## src/hw/rtl/r2fft_pkg.sv

```systemverilog
// shared types, constants and twiddle table for the radix-2 fft
package r2fft_pkg;

    localparam int unsigned DATA_W = 24;
    localparam int unsigned SMP_W  = 16;
    localparam int unsigned TW_W   = 16;
    localparam int unsigned ADDR_W = 6;
    localparam int unsigned STG_W  = 3;

    // datapath commands from the controller
    typedef struct packed {
        logic              load_wr;
        logic [ADDR_W-1:0] load_addr;
        logic              rd_en;
        logic [ADDR_W-1:0] rd_addr;
        logic              wr_en;
        logic [ADDR_W-1:0] wr_addr;
        logic              wr_sel_b;
        logic              cap_u;
        logic              cap_x;
        logic              do_mul;
        logic              do_add;
        logic [4:0]        tw_k;
    } t_dp_cmd;

    // round(32767*cos(2*pi*k/64)), k = 0..16
    function automatic logic signed [TW_W-1:0] quarter_cos(input logic [4:0] k);
        logic signed [TW_W-1:0] v;
        case (k)
            5'd0:  v = 16'sd32767;
            5'd1:  v = 16'sd32609;
            5'd2:  v = 16'sd32137;
            5'd3:  v = 16'sd31356;
            5'd4:  v = 16'sd30273;
            5'd5:  v = 16'sd28898;
            5'd6:  v = 16'sd27245;
            5'd7:  v = 16'sd25329;
            5'd8:  v = 16'sd23170;
            5'd9:  v = 16'sd20787;
            5'd10: v = 16'sd18204;
            5'd11: v = 16'sd15446;
            5'd12: v = 16'sd12539;
            5'd13: v = 16'sd9512;
            5'd14: v = 16'sd6393;
            5'd15: v = 16'sd3212;
            default: v = 16'sd0;
        endcase
        return v;
    endfunction

    // real part of exp(-j*2*pi*k/64), k = 0..31
    function automatic logic signed [TW_W-1:0] tw_re(input logic [4:0] k);
        logic signed [TW_W-1:0] v;
        if (k <= 5'd16) begin
            v = quarter_cos(k);
        end else begin
            v = -quarter_cos(5'(6'd32 - {1'b0, k}));
        end
        return v;
    endfunction

    // imaginary part of exp(-j*2*pi*k/64), k = 0..31
    function automatic logic signed [TW_W-1:0] tw_im(input logic [4:0] k);
        logic signed [TW_W-1:0] v;
        if (k >= 5'd16) begin
            v = -quarter_cos(k - 5'd16);
        end else begin
            v = -quarter_cos(5'd16 - k);
        end
        return v;
    endfunction

endpackage

```

## src/hw/rtl/r2fft_ctrl.sv

```systemverilog
// controller: load, butterfly sequencing and bin readout
module r2fft_ctrl
    import r2fft_pkg::*;
#(
    parameter int unsigned POINTS = 64
) (
    input  logic              i_clk,
    input  logic              i_rst_n,
    input  logic              i_in_valid,
    output logic              o_in_ready,
    output logic              o_out_valid,
    input  logic              i_out_ready,
    output logic              o_out_load,
    output logic [ADDR_W-1:0] o_out_index,
    output logic              o_out_last,
    output t_dp_cmd           o_cmd
);

    localparam int unsigned LOGN = $clog2(POINTS);

    localparam logic [3:0] ST_LOAD = 4'd0;
    localparam logic [3:0] ST_RDU  = 4'd1;
    localparam logic [3:0] ST_RDX  = 4'd2;
    localparam logic [3:0] ST_CAPX = 4'd4;
    localparam logic [3:0] ST_MUL  = 4'd5;
    localparam logic [3:0] ST_ADD  = 4'd6;
    localparam logic [3:0] ST_WRA  = 4'd7;
    localparam logic [3:0] ST_WRB  = 4'd8;
    localparam logic [3:0] ST_ORD  = 4'd9;
    localparam logic [3:0] ST_OCAP = 4'd10;
    localparam logic [3:0] ST_OUT  = 4'd11;

    logic [3:0]        r_state, n_state;
    logic [ADDR_W-1:0] r_cnt, n_cnt;
    logic [STG_W-1:0]  r_stg, n_stg;
    logic [ADDR_W-1:0] r_bf, n_bf;
    logic [ADDR_W-1:0] r_oidx, n_oidx;

    logic [ADDR_W-1:0] rev_cnt;
    logic [ADDR_W-1:0] half, jj, grp, a_addr, b_addr, kk;
    logic [ADDR_W:0]   bf_next;
    logic              last_bf, in_acc;

    // bit-reversed load address over LOGN bits
    always_comb begin
        rev_cnt = '0;
        for (int i = 0; i < LOGN; i++) begin
            rev_cnt[i] = r_cnt[LOGN-1-i];
        end
    end

    // butterfly addressing: stage s = r_stg+1, half = 2^r_stg
    always_comb begin
        half    = ADDR_W'(1) << r_stg;
        jj      = r_bf & (half - ADDR_W'(1));
        grp     = (r_bf >> r_stg) << (r_stg + STG_W'(1));
        a_addr  = grp | jj;
        b_addr  = a_addr | half;
        kk      = jj << (STG_W'(5) - r_stg);
        bf_next = {1'b0, r_bf} + 1'b1;
        last_bf = (bf_next == (ADDR_W+1)'(POINTS / 2));
    end

    assign in_acc = (r_state == ST_LOAD) && i_in_valid;

    // next-state logic
    always_comb begin
        n_state = r_state;
        n_cnt   = r_cnt;
        n_stg   = r_stg;
        n_bf    = r_bf;
        n_oidx  = r_oidx;
        case (r_state)
            ST_LOAD: begin
                if (i_in_valid) begin
                    if (r_cnt == ADDR_W'(POINTS - 1)) begin
                        n_cnt   = '0;
                        n_stg   = '0;
                        n_bf    = '0;
                        n_state = ST_RDU;
                    end else begin
                        n_cnt = r_cnt + 1'b1;
                    end
                end
            end
            ST_RDU:  n_state = ST_RDX;
            ST_RDX:  n_state = ST_CAPX;
            ST_CAPX: n_state = ST_MUL;
            ST_MUL:  n_state = ST_ADD;
            ST_ADD:  n_state = ST_WRA;
            ST_WRA:  n_state = ST_WRB;
            ST_WRB: begin
                if (!last_bf) begin
                    n_bf    = bf_next[ADDR_W-1:0];
                    n_state = ST_RDU;
                end else if (r_stg == STG_W'(LOGN - 1)) begin
                    n_oidx  = '0;
                    n_state = ST_ORD;
                end else begin
                    n_bf    = '0;
                    n_stg   = r_stg + 1'b1;
                    n_state = ST_RDU;
                end
            end
            ST_ORD:  n_state = ST_OCAP;
            ST_OCAP: n_state = ST_OUT;
            ST_OUT: begin
                if (i_out_ready) begin
                    if (r_oidx == ADDR_W'(POINTS - 1)) begin
                        n_state = ST_LOAD;
                    end else begin
                        n_oidx  = r_oidx + 1'b1;
                        n_state = ST_ORD;
                    end
                end
            end
            default: n_state = ST_LOAD;
        endcase
    end

    // state registers
    always_ff @(posedge i_clk) begin
        if (!i_rst_n) begin
            r_state <= ST_LOAD;
            r_cnt   <= '0;
            r_stg   <= '0;
            r_bf    <= '0;
            r_oidx  <= '0;
        end else begin
            r_state <= n_state;
            r_cnt   <= n_cnt;
            r_stg   <= n_stg;
            r_bf    <= n_bf;
            r_oidx  <= n_oidx;
        end
    end

    // datapath commands
    always_comb begin
        o_cmd           = '0;
        o_cmd.load_wr   = in_acc;
        o_cmd.load_addr = rev_cnt;
        o_cmd.tw_k      = kk[4:0];
        case (r_state)
            ST_RDU: begin
                o_cmd.rd_en   = 1'b1;
                o_cmd.rd_addr = a_addr;
            end
            ST_RDX: begin
                o_cmd.rd_en   = 1'b1;
                o_cmd.rd_addr = b_addr;
                o_cmd.cap_u   = 1'b1;
            end
            ST_CAPX: o_cmd.cap_x  = 1'b1;
            ST_MUL:  o_cmd.do_mul = 1'b1;
            ST_ADD:  o_cmd.do_add = 1'b1;
            ST_WRA: begin
                o_cmd.wr_en   = 1'b1;
                o_cmd.wr_addr = a_addr;
            end
            ST_WRB: begin
                o_cmd.wr_en    = 1'b1;
                o_cmd.wr_addr  = b_addr;
                o_cmd.wr_sel_b = 1'b1;
            end
            ST_ORD: begin
                o_cmd.rd_en   = 1'b1;
                o_cmd.rd_addr = r_oidx;
            end
            default: ;
        endcase
    end

    assign o_in_ready  = (r_state == ST_LOAD);
    assign o_out_load  = (r_state == ST_OCAP);
    assign o_out_valid = (r_state == ST_OUT);
    assign o_out_index = r_oidx;
    assign o_out_last  = (r_oidx == ADDR_W'(POINTS - 1));

    // checks
    a_no_in_during_out: assert property (@(posedge i_clk) disable iff (!i_rst_n)
        o_out_valid |-> !o_in_ready) else $error("input ready while emitting bins");
    a_last_frame_end: assert property (@(posedge i_clk) disable iff (!i_rst_n)
        (o_out_valid && i_out_ready && o_out_last) |=> o_in_ready)
        else $error("no return to load after last bin");
    a_no_rw_clash: assert property (@(posedge i_clk) disable iff (!i_rst_n)
        !(o_cmd.load_wr && o_cmd.wr_en)) else $error("load and butterfly write clash");
    a_stage_range: assert property (@(posedge i_clk) disable iff (!i_rst_n)
        r_stg <= STG_W'(LOGN - 1)) else $error("stage counter out of range");

endmodule

```

## config.mk

```make
export PLATFORM = sky130hd
export DESIGN_NAME = r2fft_ctrl
export DESIGN_NICKNAME = d
export VERILOG_FILES = /design/src/hw/rtl/r2fft_pkg.sv /design/src/hw/rtl/r2fft_ctrl.sv
export SDC_FILE = /design/constraint.sdc
export NUM_CORES = 1
export LEC_CHECK = 0
export BUFFER_PORTS_ARGS = -buffer_cell sky130_fd_sc_hd__buf_2
export CORE_UTILIZATION = 35
export DETAILED_ROUTE_END_ITERATION = 10
export GPL_ROUTABILITY_DRIVEN = 1
export SYNTH_ARGS = -nofsm -noshare
export SYNTH_HDL_FRONTEND = slang
export SYNTH_SLANG_ARGS = --single-unit
```

## constraint.sdc

```tcl
create_clock -name i_clk -period 3.9 [get_ports i_clk]
set_input_delay 0.78 -clock i_clk [delete_from_list [all_inputs] [get_ports i_clk]]
set_output_delay 0.78 -clock i_clk [all_outputs]
set_load 0.02 [all_outputs]
```

==> results.sh <==
export IMPL_outcome="complete, no violations"
export IMPL_r2r_cells=7
export IMPL_fin_skew_ns=0.00227
export IMPL_port_buffers=44
export IMPL_cp_common_cell="inv_1"
export IMPL_cp_cell_sequence="inv_1, ha_1, or3b_1, inv_1, buf_4, nand3_1, o21ai_0, buf_2"
export IMPL_worstSkewPairLatency_ns=0.27
export IMPL_ys_types=61
export IMPL_vdd_drop_max_v=0.000143
export IMPL_rsz0062_at_grt="false"
export IMPL_path_max_fanout=12
export IMPL_drive_above_1_share=0.179
export IMPL_cts_resized=0
export IMPL_drc=0
export IMPL_pwr_density_cell_nw_per_um2=156
export IMPL_antenna_found_initial=0
export IMPL_synth_top_flop_cell="dfxtp_1"
export IMPL_syn_area_per_cell_um2=7.51
export IMPL_ios=45
export IMPL_fillCellCount=707
export IMPL_worst_pin_slew_ns=0.772
export IMPL_cpPeakStageDelay_ns=0.54
export IMPL_period_needed_ns=3.19
export IMPL_path_clk_slew_ns=0.09
export IMPL_crit_type="reg2out"
export IMPL_netlist_area_um2=2460
export IMPL_firstDrtPassIters=4
export IMPL_slew_violations=0
export IMPL_hold_viol=0
export IMPL_diodes=0
export IMPL_r2r_setup_slack_ns=1.60
export IMPL_worstPathArrival_ns=2.41
export IMPL_fin_setup_tns_ns=0
export IMPL_power_leakage_nw=1.12
export IMPL_ys_seq_area_frac=0.203
export IMPL_cts_root_buf="clkbuf_8"
export IMPL_hp_start="r_cnt[1]"
export IMPL_tritoncts="built"
export IMPL_clockBufferDepth=2
export IMPL_coreArea_um2=6790
export IMPL_cts_hold_buf=0
export IMPL_fin_ws_ns=0.707
export IMPL_holdCritPathClass="reg2reg"
export IMPL_hold_depth=2
export IMPL_design_area_um2=2780
export IMPL_track_usage=0.183
export IMPL_num_rows=30
export IMPL_dp_slack_ns=1.01
export IMPL_async_reset_ff_frac=0
export IMPL_start_util=0.363
export IMPL_relSlewSlack=0.480
export IMPL_fin_util=0.409
export IMPL_synth_nets=348
export IMPL_post_cts_buffers=0
export IMPL_grt_pass1_wl_um=11100
export IMPL_fin_crit_sh=0.819
export IMPL_layout_commonest_cell="buf_2"
export IMPL_critPathCaptureType="primary output"
export IMPL_synth_cells=328
export IMPL_r2r_start="r_state[2]"
export IMPL_route_antenna_remaining_nets=0
export IMPL_yosysWarnings=0
export IMPL_grt_max_degree=33
export IMPL_die_x_um=85.9
export IMPL_final_cell_mix="buf_2, nand2_1, dfxtp_1"
export IMPL_clock_sinks=25
export IMPL_crit_buf_inv=4
export IMPL_routed_wl_um=6720
export IMPL_drt_iter0_drc=186
export IMPL_ys_ff_latch=25
export IMPL_die_h_um=85.9
export IMPL_critPathLaunchType="flip-flop"
export IMPL_path_delay_family="buffers and inverters"
export IMPL_nNetsFinal=378
export IMPL_synth_enable_flop_cells=0
export IMPL_cts_buffers=3
export IMPL_setup_viol=0
export IMPL_cts_htree_levels=1
export IMPL_worstPathRequired_ns=3.12
export IMPL_grt_pass1_vias=2229
export IMPL_cap_violations=0
export IMPL_drt_vias_per_instance=5.69
export IMPL_crit_slowest_cell="or3b_1"
export IMPL_area_growth_pct=12.8
export IMPL_rr_endpoint="r_bf[5]"
export IMPL_wl_per_cell_um=14.8
export IMPL_gp_congestion=0.862
export IMPL_design_power_total_mw=0.434
export IMPL_num_vias=2579
export IMPL_place_hpwl_um=4990
export IMPL_dpl_cell_area_um2=2740
export IMPL_overflow=0
export IMPL_die_area_um2=7380
export IMPL_min_to="r_cnt[1]"
export IMPL_fmax_mhz=313
==> metrics by stage <==
| step | instances | hold slack [ns] |
|---|---|---|
| floorplan | 328 | 0.475 |
| global placement | 449 | 0.487 |
| detailed placement | 449 | 0.501 |
| CTS | 453 | 0.515 |
| global route | 453 | 0.550 |
| finish | 453 | 0.517 |
==> cell type report <==
type / count / area, um^2 / share of cell area
Tap cell: 96 / 120 / 0.0432
Timing Repair Buffer: 50 / 265 / 0.0954
Clock buffer: 4 / 45.0 / 0.0162
Inverter: 14 / 52.6 / 0.0189
Sequential cell: 25 / 500 / 0.180
Multi-Input combinational cell: 264 / 1800 / 0.646
==> synth_stat cells, drive strengths merged, types with 6 or more instances <==
cell type / n / area share
a21boi: 7 / 0.021
a21oi: 21 / 0.046
a31oi: 6 / 0.015
and2: 12 / 0.030
buf: 12 / 0.026
clkbuf: 13 / 0.020
dfxtp: 25 / 0.20
ha: 16 / 0.081
inv: 14 / 0.021
mux2i: 10 / 0.042
nand2: 33 / 0.050
nand3: 16 / 0.033
nand3b: 7 / 0.021
nand4: 6 / 0.015
nor2: 14 / 0.021
nor2b: 11 / 0.029
o211ai: 6 / 0.020
o21ai: 23 / 0.047
==> how the worst max path moves through the flow <==
stage,start,endpoint,slack (ns),cells past startpoint
2_1_floorplan,r_stg[0],o_cmd[13],0.86,7
3_3_place_gp,r_state[2],o_cmd[13],1.07,7
3_5_place_dp,r_stg[1],o_cmd[15],1.01,8
4_1_cts,r_stg[1],o_cmd[15],0.70,8
5_1_grt,r_stg[1],o_cmd[20],0.45,6
6_report,r_state[2],o_cmd[15],0.71,8
==> layer usage <==
metal	track usage	vias up	wire [um]
li1	-	1272	-
met1	0.264	1191	3230
met2	0.291	107	3070
met3	0.0183	9	342
met4	0.0485	0	80
met5	0	-	0
==> sequential cells by signal (all words and copies together), names as in the netlist <==
name         count
r_state          4
r_bf             6
o_out_index      6
r_cnt            6
r_stg            3
==> where the power goes <==
part	internal (mW)	total, mW	switching, mW
combinational	0.00705	0.0199	0.0129
clock	0.0732	0.156	0.0827
sequential	0.257	0.258	0.00182
==> kinds of logic after synthesis <==
kind of cell | count (synthesis) | share of synthesized area
multiplexers | 11 | 0.0482
flip-flops | 25 | 0.203
buffers and inverters | 39 | 0.0675
AND/OR/NAND/NOR | 125 | 0.284
AO/OA/AOI/OAI | 107 | 0.298
adder cells (fa/ha/maj) | 16 | 0.0813
XOR/XNOR | 5 | 0.0178
==> worst register-to-register path, stage by stage (launching register included) <==
cell       delay (ns)
dfxtp_1          0.33
inv_1            0.09
ha_1             0.43
nand4bb_4        0.20
o31ai_1          0.64
o211ai_2         0.23
nor3_1           0.18
o31a_1           0.15
Power figures use the tool's default switching activity.
